<file path="config.mk">
export PLATFORM = sky130hd
export DESIGN_NAME = stick_to_hbridge_duty_with_boost_core
export DESIGN_NICKNAME = d
export VERILOG_FILES = /design/src/sv/sthb_pkg.sv /design/src/sv/sthb_cfg_regs.sv /design/src/sv/sthb_divider.sv /design/src/sv/stick_to_hbridge_duty_with_boost_core.sv
export SDC_FILE = /design/constraint.sdc
export NUM_CORES = 1
export LEC_CHECK = 0
export BUFFER_PORTS_ARGS = -buffer_cell sky130_fd_sc_hd__buf_4
export CORE_MARGIN = 2
export CORE_UTILIZATION = 55
export DETAILED_ROUTE_END_ITERATION = 8
export GPL_TIMING_DRIVEN = 1
export PLACE_DENSITY_LB_ADDON = 0.3
export SYNTH_ARGS = -nofsm -noshare
export SYNTH_HDL_FRONTEND = slang
export SYNTH_SLANG_ARGS = --single-unit
</file>
<file path="constraint.sdc">
create_clock -name clk -period 10.7 [get_ports clk]
set_input_delay 2.14 -clock clk [delete_from_list [all_inputs] [get_ports clk]]
set_output_delay 2.14 -clock clk [all_outputs]
set_load 0.05 [all_outputs]
</file>
<file path="src/sv/sthb_pkg.sv">
// shared types, constants and register codes for the stick to h-bridge duty block
package sthb_pkg;

    localparam int TIME_WIDTH_DEF  = 32;

    localparam int STICK_WIDTH     = 11;
    localparam int NOW_WIDTH       = 32;
    localparam int DUTY_WIDTH      = 7;
    localparam int SDUTY_WIDTH     = 8;
    localparam int DZ_WIDTH        = 8;
    localparam int FST_WIDTH       = 10;
    localparam int MD_WIDTH        = 7;
    localparam int BD_WIDTH        = 7;
    localparam int BT_WIDTH        = 16;
    localparam int CFG_INDEX_WIDTH = 3;
    localparam int CFG_DATA_WIDTH  = 16;

    // divider sizing: |dividend| stays below 2^19, divisor is 513..1023
    localparam int DIVIDEND_WIDTH  = 20;
    localparam int DIVISOR_WIDTH   = 10;
    localparam int QUOTIENT_WIDTH  = 11;
    localparam int DIV_STEPS       = 19;
    localparam int DIV_COUNT_WIDTH = $clog2(DIV_STEPS + 1);

    localparam int STICK_OFFSET    = 511;
    localparam int RUN_BASE        = 1023;
    localparam int DUTY_FULL       = 100;

    localparam logic [DZ_WIDTH-1:0]  DZ_RESET  = 8'd80;
    localparam logic [FST_WIDTH-1:0] FST_RESET = 10'd500;
    localparam logic [MD_WIDTH-1:0]  MD_RESET  = 7'd65;
    localparam logic [BD_WIDTH-1:0]  BD_RESET  = 7'd80;
    localparam logic [BT_WIDTH-1:0]  BT_RESET  = 16'd500;

    typedef enum logic [CFG_INDEX_WIDTH-1:0] {
        CFG_DEAD_ZONE  = 3'd0,
        CFG_FULL_SCALE = 3'd1,
        CFG_MIN_DUTY   = 3'd2,
        CFG_BOOST_DUTY = 3'd3,
        CFG_BOOST_TIME = 3'd4
    } cfg_index_t;

    typedef struct packed {
        logic [DZ_WIDTH-1:0]  dead_zone;
        logic [FST_WIDTH-1:0] full_scale;
        logic [MD_WIDTH-1:0]  min_duty;
        logic [BD_WIDTH-1:0]  boost_duty;
        logic [BT_WIDTH-1:0]  boost_time;
    } cfg_t;

    typedef struct packed {
        logic start;
        logic done;
    } div_ctrl_t;

endpackage

</file>
<file path="src/sv/sthb_cfg_regs.sv">
// configuration register file with write channel
module sthb_cfg_regs
(
    input  logic                                 clk,
    input  logic                                 rst_n,
    input  logic                                 cfg_valid,
    output logic                                 cfg_ready,
    input  logic [sthb_pkg::CFG_INDEX_WIDTH-1:0] cfg_index,
    input  logic [sthb_pkg::CFG_DATA_WIDTH-1:0]  cfg_data,
    output sthb_pkg::cfg_t                       cfg
);

    sthb_pkg::cfg_t cfg_reg;

    assign cfg_ready = 1'b1;
    assign cfg       = cfg_reg;

    always_ff @(posedge clk or negedge rst_n)
    begin
        if (!rst_n)
        begin
            cfg_reg.dead_zone  <= sthb_pkg::DZ_RESET;
            cfg_reg.full_scale <= sthb_pkg::FST_RESET;
            cfg_reg.min_duty   <= sthb_pkg::MD_RESET;
            cfg_reg.boost_duty <= sthb_pkg::BD_RESET;
            cfg_reg.boost_time <= sthb_pkg::BT_RESET;
        end
        else if (cfg_valid)
        begin
            case (cfg_index)
                sthb_pkg::CFG_DEAD_ZONE:  cfg_reg.dead_zone  <= cfg_data[sthb_pkg::DZ_WIDTH-1:0];
                sthb_pkg::CFG_FULL_SCALE: cfg_reg.full_scale <= cfg_data[sthb_pkg::FST_WIDTH-1:0];
                sthb_pkg::CFG_MIN_DUTY:   cfg_reg.min_duty   <= cfg_data[sthb_pkg::MD_WIDTH-1:0];
                sthb_pkg::CFG_BOOST_DUTY: cfg_reg.boost_duty <= cfg_data[sthb_pkg::BD_WIDTH-1:0];
                sthb_pkg::CFG_BOOST_TIME: cfg_reg.boost_time <= cfg_data[sthb_pkg::BT_WIDTH-1:0];
                default:
                begin
                end
            endcase
        end
    end

endmodule

</file>
<file path="src/sv/sthb_divider.sv">
// restoring signed-by-unsigned divider, one quotient bit per cycle, truncates toward zero
module sthb_divider
(
    input  logic                                       clk,
    input  logic                                       rst_n,
    input  logic                                       start,
    input  logic signed [sthb_pkg::DIVIDEND_WIDTH-1:0] dividend,
    input  logic        [sthb_pkg::DIVISOR_WIDTH-1:0]  divisor,
    output logic                                       done,
    output logic signed [sthb_pkg::QUOTIENT_WIDTH-1:0] quotient
);

    localparam int DW = sthb_pkg::DIVIDEND_WIDTH;
    localparam int VW = sthb_pkg::DIVISOR_WIDTH;
    localparam int QW = sthb_pkg::QUOTIENT_WIDTH;
    localparam int NS = sthb_pkg::DIV_STEPS;

    logic                                  busy_reg;
    logic                                  done_reg;
    logic                                  neg_reg;
    logic [sthb_pkg::DIV_COUNT_WIDTH-1:0]  count_reg;
    logic [VW-1:0]                         rem_reg;
    logic [NS-1:0]                         quo_reg;

    logic [DW-1:0] abs_dividend;
    logic [VW:0]   shifted;
    logic [VW+1:0] diff;
    logic          qbit;
    logic [QW-1:0] qmag;

    always_comb
    begin
        abs_dividend = dividend[DW-1] ? DW'(-dividend) : DW'(dividend);
        shifted      = {rem_reg, quo_reg[NS-1]};
        diff         = {1'b0, shifted} - {2'b00, divisor};
        qbit         = !diff[VW+1];
        qmag         = {1'b0, quo_reg[QW-2:0]};
    end

    assign done     = done_reg;
    assign quotient = neg_reg ? $signed(QW'(-qmag)) : $signed(qmag);

    always_ff @(posedge clk or negedge rst_n)
    begin
        if (!rst_n)
        begin
            busy_reg  <= 1'b0;
            done_reg  <= 1'b0;
            neg_reg   <= 1'b0;
            count_reg <= '0;
            rem_reg   <= '0;
            quo_reg   <= '0;
        end
        else
        begin
            done_reg <= 1'b0;
            if (start)
            begin
                busy_reg  <= 1'b1;
                neg_reg   <= dividend[DW-1];
                count_reg <= sthb_pkg::DIV_COUNT_WIDTH'(NS);
                rem_reg   <= '0;
                quo_reg   <= abs_dividend[NS-1:0];
            end
            else if (busy_reg)
            begin
                rem_reg   <= qbit ? diff[VW-1:0] : shifted[VW-1:0];
                quo_reg   <= {quo_reg[NS-2:0], qbit};
                count_reg <= count_reg - 1'b1;
                if (count_reg == sthb_pkg::DIV_COUNT_WIDTH'(1))
                begin
                    busy_reg <= 1'b0;
                    done_reg <= 1'b1;
                end
            end
        end
    end

endmodule

</file>
<file path="src/sv/stick_to_hbridge_duty_with_boost_core.sv">
// top level: stick to signed duty map, start boost window and h-bridge duty split
// an accepted item passes through ST_MUL, ST_START, ST_DIV and ST_FIN before its result lands in the output register
// items are taken one at a time: a new item waits until the 19 step divider and its sequencer are through with the last
// in_stall stays high while an item is in work and while a result waits for a free output slot
// reset: asynchronous active low; registers go to their defaults, last duty 0, boost off
// the output register lets a new item be accepted while the previous result is still held
module stick_to_hbridge_duty_with_boost_core
#(
    parameter int TIME_WIDTH = sthb_pkg::TIME_WIDTH_DEF
)
(
    input  logic                                  clk,
    input  logic                                  rst_n,

    input  logic                                  in_valid,
    output logic                                  in_stall,
    input  logic signed [sthb_pkg::STICK_WIDTH-1:0] stick,
    input  logic                                  force_req,
    input  logic [sthb_pkg::NOW_WIDTH-1:0]        now_ms,

    output logic                                  out_valid,
    input  logic                                  out_stall,
    output logic [sthb_pkg::DUTY_WIDTH-1:0]       forward_duty,
    output logic [sthb_pkg::DUTY_WIDTH-1:0]       reverse_duty,
    output logic                                  boosting,

    input  logic                                  cfg_valid,
    output logic                                  cfg_ready,
    input  logic [sthb_pkg::CFG_INDEX_WIDTH-1:0]  cfg_index,
    input  logic [sthb_pkg::CFG_DATA_WIDTH-1:0]   cfg_data
);

    localparam int SW = sthb_pkg::STICK_WIDTH;
    localparam int DW = sthb_pkg::DIVIDEND_WIDTH;
    localparam int QW = sthb_pkg::QUOTIENT_WIDTH;
    localparam int PW = sthb_pkg::SDUTY_WIDTH;
    localparam int OW = sthb_pkg::DUTY_WIDTH;
    // working width for the mapped duty before saturation
    localparam int MW = 13;

    typedef enum logic [2:0] {
        ST_IDLE,
        ST_MUL,
        ST_START,
        ST_DIV,
        ST_FIN
    } state_t;

    // configuration registers
    sthb_pkg::cfg_t cfg;

    sthb_cfg_regs u_cfg
    (
        .clk       (clk),
        .rst_n     (rst_n),
        .cfg_valid (cfg_valid),
        .cfg_ready (cfg_ready),
        .cfg_index (cfg_index),
        .cfg_data  (cfg_data),
        .cfg       (cfg)
    );

    state_t                   state_reg;
    logic signed [SW-1:0]     stick_reg;
    logic                     force_reg;
    logic [TIME_WIDTH-1:0]    now_reg;
    logic signed [DW-1:0]     prod_reg;

    logic signed [PW-1:0]     last_duty_reg;
    logic                     boost_on_reg;
    logic [TIME_WIDTH-1:0]    boost_start_reg;

    logic                     out_valid_reg;
    logic [OW-1:0]            forward_reg;
    logic [OW-1:0]            reverse_reg;
    logic                     boosting_reg;

    // shared divider and its handshake
    sthb_pkg::div_ctrl_t      div_ctrl;
    logic signed [QW-1:0]     quotient;
    logic [sthb_pkg::DIVISOR_WIDTH-1:0] run;

    assign div_ctrl.start = (state_reg == ST_START);
    // run = 1023 - 2 * dead zone, never below 513
    assign run = sthb_pkg::DIVISOR_WIDTH'(sthb_pkg::RUN_BASE) - {1'b0, cfg.dead_zone, 1'b0};

    sthb_divider u_div
    (
        .clk      (clk),
        .rst_n    (rst_n),
        .start    (div_ctrl.start),
        .dividend (prod_reg),
        .divisor  (run),
        .done     (div_ctrl.done),
        .quotient (quotient)
    );

    // numerator of the map: (stick - 2*dz + 511) * 2*(100 - md)
    logic signed [SW:0]   x_off;
    logic signed [9:0]    act10;
    logic signed [9:0]    two_act;
    logic signed [SW+10:0] product;

    always_comb
    begin
        x_off   = $signed({stick_reg[SW-1], stick_reg}) - $signed({3'b000, cfg.dead_zone, 1'b0})
                  + $signed((SW+1)'(sthb_pkg::STICK_OFFSET));
        act10   = $signed(10'(sthb_pkg::DUTY_FULL)) - $signed({3'b000, cfg.min_duty});
        two_act = act10 <<< 1;
        product = x_off * two_act;
    end

    // final duty, boost window and change detect, valid while in ST_FIN
    logic [SW-1:0]           mag;
    logic                    in_dead;
    logic                    in_full;
    logic signed [MW-1:0]    q_ext;
    logic signed [MW-1:0]    act_ext;
    logic signed [MW-1:0]    md_ext;
    logic signed [MW-1:0]    bd_ext;
    logic signed [MW-1:0]    m_val;
    logic signed [MW-1:0]    raw_duty;
    logic signed [MW-1:0]    boost_duty;
    logic signed [MW-1:0]    sat_duty;
    logic                    boost_set;
    logic [TIME_WIDTH-1:0]   elapsed;
    logic                    boosted;
    logic                    boost_on_next;
    logic [TIME_WIDTH-1:0]   boost_start_next;
    logic signed [PW-1:0]    duty_next;
    logic                    emit;
    logic                    slot_free;
    logic [OW-1:0]           forward_next;
    logic [OW-1:0]           reverse_next;
    // output register takes a new result at this edge
    logic                    load_out;

    always_comb
    begin
        mag     = stick_reg[SW-1] ? SW'(-stick_reg) : SW'(stick_reg);
        in_dead = mag < {3'b000, cfg.dead_zone};
        in_full = mag > {1'b0, cfg.full_scale};
        q_ext   = MW'(quotient);
        act_ext = MW'(act10);
        md_ext  = $signed({6'b0, cfg.min_duty});
        bd_ext  = $signed({6'b0, cfg.boost_duty});
        m_val   = q_ext - act_ext;

        if (in_dead)
            raw_duty = '0;
        else if (in_full)
            raw_duty = stick_reg[SW-1] ? -$signed(MW'(sthb_pkg::DUTY_FULL))
                                       : $signed(MW'(sthb_pkg::DUTY_FULL));
        else if (m_val > $signed(MW'(0)))
            raw_duty = m_val + md_ext;
        else
            raw_duty = m_val - md_ext;

        // boost window: a start from a stopped motor stamps now
        boost_set        = 1'b0;
        boosted          = 1'b0;
        boost_on_next    = boost_on_reg;
        boost_start_next = boost_start_reg;
        elapsed          = '0;
        boost_duty       = raw_duty;
        if (force_reg || (raw_duty == $signed(MW'(0))))
        begin
            boost_on_next = 1'b0;
        end
        else
        begin
            boost_set = (last_duty_reg == $signed(PW'(0)));
            if (boost_set)
            begin
                boost_start_next = now_reg;
            end
            elapsed = now_reg - boost_start_next;
            if (boost_set || boost_on_reg)
            begin
                if (elapsed < TIME_WIDTH'(cfg.boost_time))
                begin
                    boosted       = 1'b1;
                    boost_on_next = 1'b1;
                    boost_duty    = (raw_duty < $signed(MW'(0))) ? -bd_ext : bd_ext;
                end
                else
                begin
                    boost_on_next = 1'b0;
                end
            end
        end

        // saturate to plus or minus full scale
        if (boost_duty > $signed(MW'(sthb_pkg::DUTY_FULL)))
            sat_duty = $signed(MW'(sthb_pkg::DUTY_FULL));
        else if (boost_duty < -$signed(MW'(sthb_pkg::DUTY_FULL)))
            sat_duty = -$signed(MW'(sthb_pkg::DUTY_FULL));
        else
            sat_duty = boost_duty;

        duty_next    = PW'(sat_duty);
        emit         = (duty_next != last_duty_reg);
        slot_free    = !out_valid_reg || !out_stall;
        forward_next = (duty_next > $signed(PW'(0))) ? duty_next[OW-1:0] : '0;
        reverse_next = (duty_next < $signed(PW'(0))) ? OW'(-duty_next) : '0;
    end

    assign load_out     = (state_reg == ST_FIN) && emit && slot_free;
    assign in_stall     = (state_reg != ST_IDLE);
    assign out_valid    = out_valid_reg;
    assign forward_duty = forward_reg;
    assign reverse_duty = reverse_reg;
    assign boosting     = boosting_reg;

    // sequencer with item, boost state and output registers
    always_ff @(posedge clk or negedge rst_n)
    begin
        if (!rst_n)
        begin
            state_reg       <= ST_IDLE;
            stick_reg       <= '0;
            force_reg       <= 1'b0;
            now_reg         <= '0;
            prod_reg        <= '0;
            last_duty_reg   <= '0;
            boost_on_reg    <= 1'b0;
            boost_start_reg <= '0;
            out_valid_reg   <= 1'b0;
            forward_reg     <= '0;
            reverse_reg     <= '0;
            boosting_reg    <= 1'b0;
        end
        else
        begin
            // new result loaded, or the held one taken downstream
            if (load_out)
                out_valid_reg <= 1'b1;
            else if (out_valid_reg && !out_stall)
                out_valid_reg <= 1'b0;

            case (state_reg)
                ST_IDLE:
                begin
                    if (in_valid)
                    begin
                        stick_reg <= stick;
                        force_reg <= force_req;
                        now_reg   <= TIME_WIDTH'(now_ms);
                        state_reg <= ST_MUL;
                    end
                end
                ST_MUL:
                begin
                    prod_reg  <= DW'(product);
                    state_reg <= ST_START;
                end
                ST_START:
                begin
                    state_reg <= ST_DIV;
                end
                ST_DIV:
                begin
                    if (div_ctrl.done)
                        state_reg <= ST_FIN;
                end
                ST_FIN:
                begin
                    // hold while a changed duty has no free output slot
                    if (!emit || slot_free)
                    begin
                        boost_on_reg    <= boost_on_next;
                        boost_start_reg <= boost_start_next;
                        state_reg       <= ST_IDLE;
                        if (emit)
                        begin
                            last_duty_reg <= duty_next;
                            forward_reg   <= forward_next;
                            reverse_reg   <= reverse_next;
                            boosting_reg  <= boosted;
                        end
                    end
                end
                default:
                begin
                    state_reg <= ST_IDLE;
                end
            endcase
        end
    end

    // only one bridge side drives at a time
    assert property (@(posedge clk) disable iff (!rst_n)
        out_valid |-> (forward_duty == '0) || (reverse_duty == '0))
        else $error("both bridge sides nonzero");

    // emitted duties never exceed full scale
    assert property (@(posedge clk) disable iff (!rst_n)
        out_valid |-> (forward_duty <= OW'(sthb_pkg::DUTY_FULL))
                   && (reverse_duty <= OW'(sthb_pkg::DUTY_FULL)))
        else $error("duty above full scale");

    // the held duty stays inside plus or minus full scale
    assert property (@(posedge clk) disable iff (!rst_n)
        (last_duty_reg <= $signed(PW'(sthb_pkg::DUTY_FULL)))
        && (last_duty_reg >= -$signed(PW'(sthb_pkg::DUTY_FULL))))
        else $error("last duty out of range");

    // divider finishes only while the sequencer waits for it
    assert property (@(posedge clk) disable iff (!rst_n)
        div_ctrl.done |-> (state_reg == ST_DIV))
        else $error("divider done outside wait state");

    // a new result always differs from the one before it
    assert property (@(posedge clk) disable iff (!rst_n)
        (state_reg == ST_FIN) && emit && slot_free |=> (last_duty_reg != $past(last_duty_reg)))
        else $error("result emitted without duty change");

endmodule
</file>
==> results of run 1 <==
## area by class of cell
cell class	count	area, sq um
repair buffers	107	823
flip-flops and latches	208	5230
inverters	197	743
clock inverters	15	179
diodes	1	2.50
clock buffers	33	717
well taps	448	561
fillers	2940	12800
multi-input cells	1635	12500
## cell usage in the layout (no fill, tap or decap), types with 12 or more instances in the layout
cell type and n:
xnor2_1 92, dfrtp_1 189, o211ai_1 13, nor2_1 149, nor2b_1 20, o21ai_0 149, o21bai_1 24, nor3_1 29
fa_1 81, a21oi_1 139, mux2i_1 61, a211o_1 12, dfstp_2 18, a31oi_1 39, clkbuf_16 26, inv_1 193
or3_1 14, a21o_1 31, ha_1 154, nand4_1 18, a211oi_1 23, nand2_1 219, nand3_1 37, mux2_2 66
and2_1 20, xor2_1 38, o31ai_1 18, buf_4 105, nand2b_1 32
## final timing paths
check,depth (start not counted),to,slack [ps]
setup / recovery,39,boost_start_reg[31],760
hold / removal,1,boost_on_reg,500
setup reg to reg,39,boost_start_reg[31],760
hold reg to reg,1,boost_on_reg,500
max in group asynchronous,2,forward_duty[6],7780
min in group asynchronous,1,stick_reg[2],1520
## routing by layer
metal  vias to the layer above  track usage  routed length, microns
met5                         -            0                       0
met4                         0       0.0682                    1100
met3                        78       0.0395                    2830
met2                       417        0.419                   21000
met1                      7593        0.387                   21600
li1                       7509            -                       -
## logic make-up after synthesis
group / after synthesis
other cells: 1
flops: 208
simple gates: 609
xor+xnor: 131
compound gates: 526
mux: 133
buf+inv: 281
fa+ha+maj: 235
## through the flow
step	setup WS, ps	cell area (sq um)	hold slack [ps]	util	instances
6_report	759	20700	497	0.618	2644
5_1_grt	45.8	20700	522	0.618	2644
4_1_cts	263	20600	500	0.616	2637
3_5_place_dp	322	19700	482	0.589	2589
3_3_place_gp	852	19700	469	0.589	2589
2_1_floorplan	1760	18700	455	-	2124
## timing repair
| action | CTS | global route |
|---|---|---|
| endpoints found under the setup margin | 0 | 54 |
| gates resized for setup | 0 | 4 |
| setup buffers | 0 | 6 |
## worst reg2reg max path, delay by kind of cell (launching register included)
kind	cells	cell delay [ps]
DFF	1	640
adders and majority gates	3	1240
xor gates and xnor gates	1	150
and+or+nand+nor	10	2390
AOI/OAI and AO/OA	14	3000
muxes	2	710
buffers and inverters	9	1670
==> flow_metrics.env, run 1 <==
export IMPL_drt_iter0_markers=1103
export IMPL_ys_async_sr_fraction=1.00
export IMPL_skew_ps=28.1
export IMPL_maxCapViolCount=0
export IMPL_cts_tree="yes"
export IMPL_crit_buf_inv=9
export IMPL_start_util=0.559
export IMPL_routed_wl_microns=46600
export IMPL_synth_top_family_by_area="adder cells"
export IMPL_syn_to_final_growth_pct=10.6
export IMPL_status="complete, no violations"
export IMPL_die_area_sq_um=35500
export IMPL_clock_latency_ps=560
export IMPL_largest_reg_flops=48
export IMPL_yosys_cell_types_count=87
export IMPL_min_path_type="reg2reg"
export IMPL_yosys_area_share_xor_xnor=0.0613
export IMPL_synth_top_area_share=0.254
export IMPL_slowest_stage="dfstp_2"
export IMPL_slowest_delay_ps=640
export IMPL_rsz0062_at_grt="false"
export IMPL_period_minus_slack_ps=9940
export IMPL_grt_max_degree=77
export IMPL_worst_pin_slew_ps=1230
export IMPL_numCtsBuffers=26
export IMPL_synth_most_common_cell="nand2_1"
export IMPL_fin_tns_setup_ps=0
export IMPL_worstHoldStart="boost_on_reg"
export IMPL_antenna_found_initial=2
export IMPL_yosysWarningCount=0
export IMPL_row_count=67
export IMPL_yosys_area_share_simple=0.156
export IMPL_path_max_fanout=64
export IMPL_worstPathRequired_ps=11120
export IMPL_num_io_pins=86
export IMPL_synth_edf_count=0
export IMPL_gp_congestion=0.925
export IMPL_synth_nets=2427
export IMPL_drive_above_1_share=0.126
export IMPL_fp_dieH_microns=189
export IMPL_grt_pass1_vias=15295
export IMPL_cp_top_family="compound AO/OA/AOI/OAI gates"
export IMPL_grt_pass1_wl_microns=78100
export IMPL_ant_nets=0
export IMPL_synth_seq_area_share=0.279
export IMPL_arrival_ps=10370
export IMPL_clkSlewWorstSetupHoldPaths_ps=70
export IMPL_hold_viol_final=0
export IMPL_syn_area_sq_um=18700
export IMPL_vias=15597
export IMPL_synthMuxAreaShare=0.0759
export IMPL_yosys_top_cells_count="nand2_1 (220), inv_1 (193), dfrtp_1 (190), ha_1 (154), nor2_1 (150)"
export IMPL_synthAdderAreaFrac=0.189
export IMPL_nets=2478
export IMPL_netlist_instances=2124
export IMPL_h_tree_depth=1
export IMPL_drt_first_pass_iters=5
export IMPL_clk_path_buf_depth=3
export IMPL_viasPerCell=5.90
export IMPL_synth_seq_cells=208
export IMPL_synth_compound_area_frac=0.180
export IMPL_worstSetupStartpoint="u_cfg.cfg[23]"
export IMPL_clock_fmax_ghz=0.101
export IMPL_drv_slew=0
export IMPL_worst_setup_path_start_kind="flip-flop"
export IMPL_synth_area_per_cell_sq_um=8.82
export IMPL_root_buffer="clkbuf_16"
export IMPL_ys_flop_type="dfrtp_1"
export IMPL_worstSetupPathType="reg2reg"
export IMPL_cpMostUsedCell="buf_4"
export IMPL_synth_area_top_cells="dfrtp_1 (25%), ha_1 (10%), fa_1 (8.7%)"
export IMPL_slew_headroom=0.182
export IMPL_track_usage=0.267
export IMPL_finalSetupViolations=0
export IMPL_post_route_period_util=0.929
export IMPL_yosysTopAreaCell="dfrtp_1"
export IMPL_wl_per_cell_microns=17.6
export IMPL_drcViolationCount=0
export IMPL_fp_dieW_microns=189
export IMPL_core_sq_um=33500
export IMPL_r2r_start="u_cfg.cfg[23]"
export IMPL_grt_overflow_total=0
export IMPL_dpl_hpwl_microns=36000
export IMPL_crit_path_end_kind="flip-flop"
export IMPL_cts_sinks=208
export IMPL_port_buffer_count=84
export IMPL_hold_buffers=0
Power of run 1 is left out: the tool's default activity adds up to more than one toggle a clock period on the data nets, which glitch-free logic cannot reach.
==> inputs of run 2 (changes only) <==
CORE_ASPECT_RATIO = 2   (was unset)
==> flow_metrics.env, run 2 (synthesis results as in run 1) <==
export IMPL_clkSlewWorstSetupHoldPaths_ps=70
export IMPL_numCtsBuffers=22
export IMPL_drt_iter0_markers=595
export IMPL_drive_above_1_share=0.124
export IMPL_cts_setup_buffers=0
export IMPL_crit_path_end_kind="flip-flop"
export IMPL_h_tree_depth=1
export IMPL_cpMostUsedCell="buf_4"
export IMPL_grt_pass1_vias=16643
export IMPL_worstSetupStartpoint="u_cfg.cfg[23]"
export IMPL_drt_first_pass_iters=7
export IMPL_post_route_period_util=0.925
export IMPL_diodes=0
export IMPL_most_common_layout_cells="nand2_1 (219), inv_1 (193), dfrtp_1 (190), ha_1 (154), o21ai_0 (149)"
export IMPL_rsz0062_at_grt="false"
export IMPL_hold_viol_final=0
export IMPL_status="complete, no violations"
export IMPL_row_count=95
export IMPL_slowest_stage="dfstp_2"
export IMPL_nFillCells=2961
export IMPL_drv_slew=0
export IMPL_gp_congestion=1.01
export IMPL_viasPerCell=6.00
export IMPL_core_sq_um=33600
export IMPL_fp_dieH_microns=265
export IMPL_clock_latency_ps=540
export IMPL_cts_tree="yes"
export IMPL_min_path_type="reg2reg"
export IMPL_cts_resized=0
export IMPL_start_util=0.557
export IMPL_path_max_fanout=44
export IMPL_largest_reg_flops=48
export IMPL_nets=2481
export IMPL_slowest_delay_ps=640
export IMPL_dpl_hpwl_microns=41200
export IMPL_clock_fmax_ghz=0.101
export IMPL_antenna_found_initial=0
export IMPL_worstSetupPathType="reg2reg"
export IMPL_r2r_start="u_cfg.cfg[23]"
export IMPL_period_minus_slack_ps=9900
export IMPL_track_usage=0.291
export IMPL_finalSetupViolations=0
export IMPL_grt_overflow_total=0
export IMPL_fin_tns_setup_ps=0
export IMPL_worst_setup_path_start_kind="flip-flop"
export IMPL_port_buffer_count=84
export IMPL_die_area_sq_um=35600
export IMPL_worstHoldStart="forward_duty[5]"
export IMPL_clk_path_buf_depth=3
export IMPL_num_io_pins=86
export IMPL_worst_pin_slew_ps=863
export IMPL_worstPathRequired_ps=11150
export IMPL_vias=15786
export IMPL_syn_to_final_growth_pct=9.77
export IMPL_arrival_ps=10350
export IMPL_routed_wl_microns=51500
export IMPL_ant_nets=0
export IMPL_root_buffer="clkbuf_16"
export IMPL_drcViolationCount=0
export IMPL_grt_pass1_wl_microns=82100
export IMPL_maxCapViolCount=0
export IMPL_slew_headroom=0.416
export IMPL_skew_ps=17.6
export IMPL_layout_commonest_cell="nand2_1"
export IMPL_wl_per_cell_microns=19.6
export IMPL_hold_buffers=0
export IMPL_grt_max_degree=81
export IMPL_cts_sinks=208
export IMPL_fp_dieW_microns=134
run 2: cell types whose count changed in the layout (fill, tap and decap cells not counted), moves of 2 or more:
cell | previous run | this run
clkbuf_16 | 26 | 22
clkinvlp_4 | 5 | 2
buf_4 | 105 | 111
bufinv_16 | 3 | 1
run 2: per-stage QoR:
stage | setup WS [ps] | hold WS, ps | cells | util | area [sq um]
after floorplan | 1760 | 455 | 2124 | - | 18700
after global placement | 977 | 473 | 2590 | 0.590 | 19800
after detailed placement | 678 | 478 | 2590 | 0.590 | 19800
final | 800 | 487 | 2630 | 0.611 | 20600
after CTS | 631 | 492 | 2630 | 0.611 | 20500
after global routing | 5.96 | 514 | 2630 | 0.611 | 20600
run 2: metal layers:
layer,global-route usage,routed length [microns],vias up
li1,-,-,7515
met1,0.258,16800,7698
met2,0.586,29100,364
met3,0.0346,1640,209
met4,0.194,3900,0
met5,0,0,-
run 2: area by class of cell:
class | count | area [sq um] | share of cell area
multi-input combinational | 1635 | 12500 | 0.606
sequential | 208 | 5230 | 0.254
tap | 436 | 546 | 0.0265
clock buffer | 28 | 593 | 0.0288
timing repair buffer | 114 | 887 | 0.0432
clock inverter | 12 | 115 | 0.00560
inverter | 197 | 739 | 0.0360
run 2: path summary, 6_finish.rpt:
path | to | slack (ps) | cells past startpoint
worst max-delay path | boost_start_reg[2] | 800 | 39
worst min-delay path | forward_duty[5] | 490 | 1
worst max register to register | boost_start_reg[2] | 800 | 39
worst min register to register | forward_duty[5] | 490 | 1
max in group asynchronous | u_div.quo_reg[13] | 7750 | 2
min in group asynchronous | now_reg[27] | 1600 | 1
run 2: worst max-delay path: cells and delay by family (launching register included):
| kind | cells | cell delay [ps] |
|---|---|---|
| buffers and inverters | 9 | 1720 |
| adder cells (fa/ha/maj) | 3 | 980 |
| flip-flops | 1 | 640 |
| XOR/XNOR | 2 | 260 |
| multiplexers | 1 | 310 |
| AO/OA/AOI/OAI | 14 | 2950 |
| AND/OR/NAND/NOR | 10 | 2900 |
Power of run 2 is left out for the same reason.
==> inputs of run 3 (changes only) <==
--- a/config.mk
+++ b/config.mk
@@ -9,3 +9,3 @@
 export CORE_ASPECT_RATIO = 2
-export CORE_MARGIN = 2
+export CORE_MARGIN = 5
 export CORE_UTILIZATION = 55
==> constraint.sdc (replaced) <==
create_clock -name clk -period 10.7 [get_ports clk]
set_input_delay 1.07 -clock clk [delete_from_list [all_inputs] [get_ports clk]]
set_output_delay 1.07 -clock clk [all_outputs]
set_load 0.05 [all_outputs]
==> flow_metrics.env, run 3 (synthesis results as in run 1) <==
export IMPL_status="complete, no violations"
export IMPL_wl_per_cell_microns=19.6
export IMPL_multi_input_comb_area_sq_um=12400
export IMPL_cts_sinks=208
export IMPL_grt_overflow_total=0
export IMPL_antenna_found_initial=0
export IMPL_worstHoldStart="forward_duty[5]"
export IMPL_dpl_hpwl_microns=41400
export IMPL_routed_wl_microns=51600
export IMPL_worstPathRequired_ps=11130
export IMPL_clkSlewWorstSetupHoldPaths_ps=70
export IMPL_track_usage=0.270
export IMPL_fp_dieW_microns=140
export IMPL_crit_path_end_kind="flip-flop"
export IMPL_r2r_start="u_cfg.cfg[23]"
export IMPL_worst_setup_path_start_kind="flip-flop"
export IMPL_grt_pass1_wl_microns=83200
export IMPL_rsz0062_at_grt="false"
export IMPL_cp_num_cells=36
export IMPL_layout_commonest_cell="nand2_1"
export IMPL_vias=15893
export IMPL_clock_latency_ps=530
export IMPL_ant_nets=0
export IMPL_drv_slew=0
export IMPL_drt_first_pass_iters=5
export IMPL_fin_tns_setup_ps=0
export IMPL_post_route_period_util=0.928
export IMPL_worstSetupStartpoint="u_cfg.cfg[23]"
export IMPL_seq_area_sq_um=5230
export IMPL_drt_iter0_markers=707
export IMPL_hold_viol_final=0
export IMPL_period_minus_slack_ps=9930
export IMPL_grt_pass1_vias=16628
export IMPL_row_count=95
export IMPL_r2r_cells=36
export IMPL_largest_reg_flops=48
export IMPL_port_buffer_count=84
export IMPL_drive_above_1_share=0.122
export IMPL_path_max_fanout=37
export IMPL_nets=2482
export IMPL_drcViolationCount=0
export IMPL_syn_to_final_growth_pct=10.0
export IMPL_slew_headroom=0.329
export IMPL_worst_pin_slew_ps=1010
export IMPL_rrSetupSlack_ps=770
export IMPL_maxCapViolCount=0
export IMPL_r2r_end="boost_start_reg[9]"
export IMPL_grt_max_degree=77
export IMPL_worstSetupPathType="reg2reg"
export IMPL_num_io_pins=86
export IMPL_start_util=0.557
export IMPL_clock_fmax_ghz=0.101
export IMPL_slowest_delay_ps=640
export IMPL_gp_congestion=0.969
export IMPL_clk_path_buf_depth=3
export IMPL_fp_dieH_microns=271
export IMPL_min_path_type="reg2reg"
export IMPL_cp_top_family="compound AO/OA/AOI/OAI gates"
export IMPL_finalSetupViolations=0
export IMPL_root_buffer="clkbuf_16"
export IMPL_most_common_layout_cells="nand2_1 (219), inv_1 (193), dfrtp_1 (190), ha_1 (154)"
export IMPL_cts_tree="yes"
export IMPL_core_sq_um=33600
export IMPL_viasPerCell=6.05
export IMPL_crit_buf_inv=7
export IMPL_slowest_stage="dfstp_2"
export IMPL_arrival_ps=10370
export IMPL_crit_path_end="boost_start_reg[9]"
export IMPL_cpMostUsedCell="a21oi_1"
export IMPL_nFillCells=2940
export IMPL_diodes=0
export IMPL_skew_ps=17.3
export IMPL_die_area_sq_um=38100
export IMPL_h_tree_depth=1
export IMPL_numCtsBuffers=22
## run 3: cell count changes in the layout (fill, tap and decap cells not counted), moves of 2 or more
cell	delta
clkbuf_8	+2
clkinv_4	-2
clkinv_2	-3
bufinv_16	+2
## run 3: how the worst min path moves through the flow
stage                      endpoint  depth (start not counted)
floorplan              boost_on_reg                          1
global placement    forward_duty[5]                          1
detailed placement  forward_duty[5]                          1
CTS                 forward_duty[5]                          1
global route        forward_duty[5]                          1
finish              forward_duty[5]                          1
## run 3: per-layer routing
layer,up-vias,routed length [microns],GRT usage
met5,-,0,0
met4,0,3990,0.179
met3,210,1600,0.0247
met2,393,29300,0.535
met1,7781,16600,0.251
li1,7509,-,-
## run 3: layout make-up
cell class	count	share of cell area
clock buffers	31	0.0313
clock inverters	7	0.00559
inverters	197	0.0359
multi-input cells	1635	0.604
flip-flops and latches	208	0.254
well taps	436	0.0265
repair buffers	115	0.0434
## run 3: what timing repair did
action,CTS,global route
endpoints found under the setup margin,0,36
hold buffers,0,0
endpoints found under the hold margin,0,0
gates resized for setup,0,1
setup buffers,0,1
## run 3: stage by stage
step	instances	area, sq um	utilization	setup slack, ps	hold slack [ps]
after CTS	2628	20600	0.612	608	500
after floorplan	2124	18700	-	1760	455
after global placement	2590	19800	0.589	959	472
final	2629	20600	0.613	765	494
after global routing	2629	20600	0.613	85.3	529
after detailed placement	2590	19800	0.589	635	486
Power of run 3 is left out for the same reason.
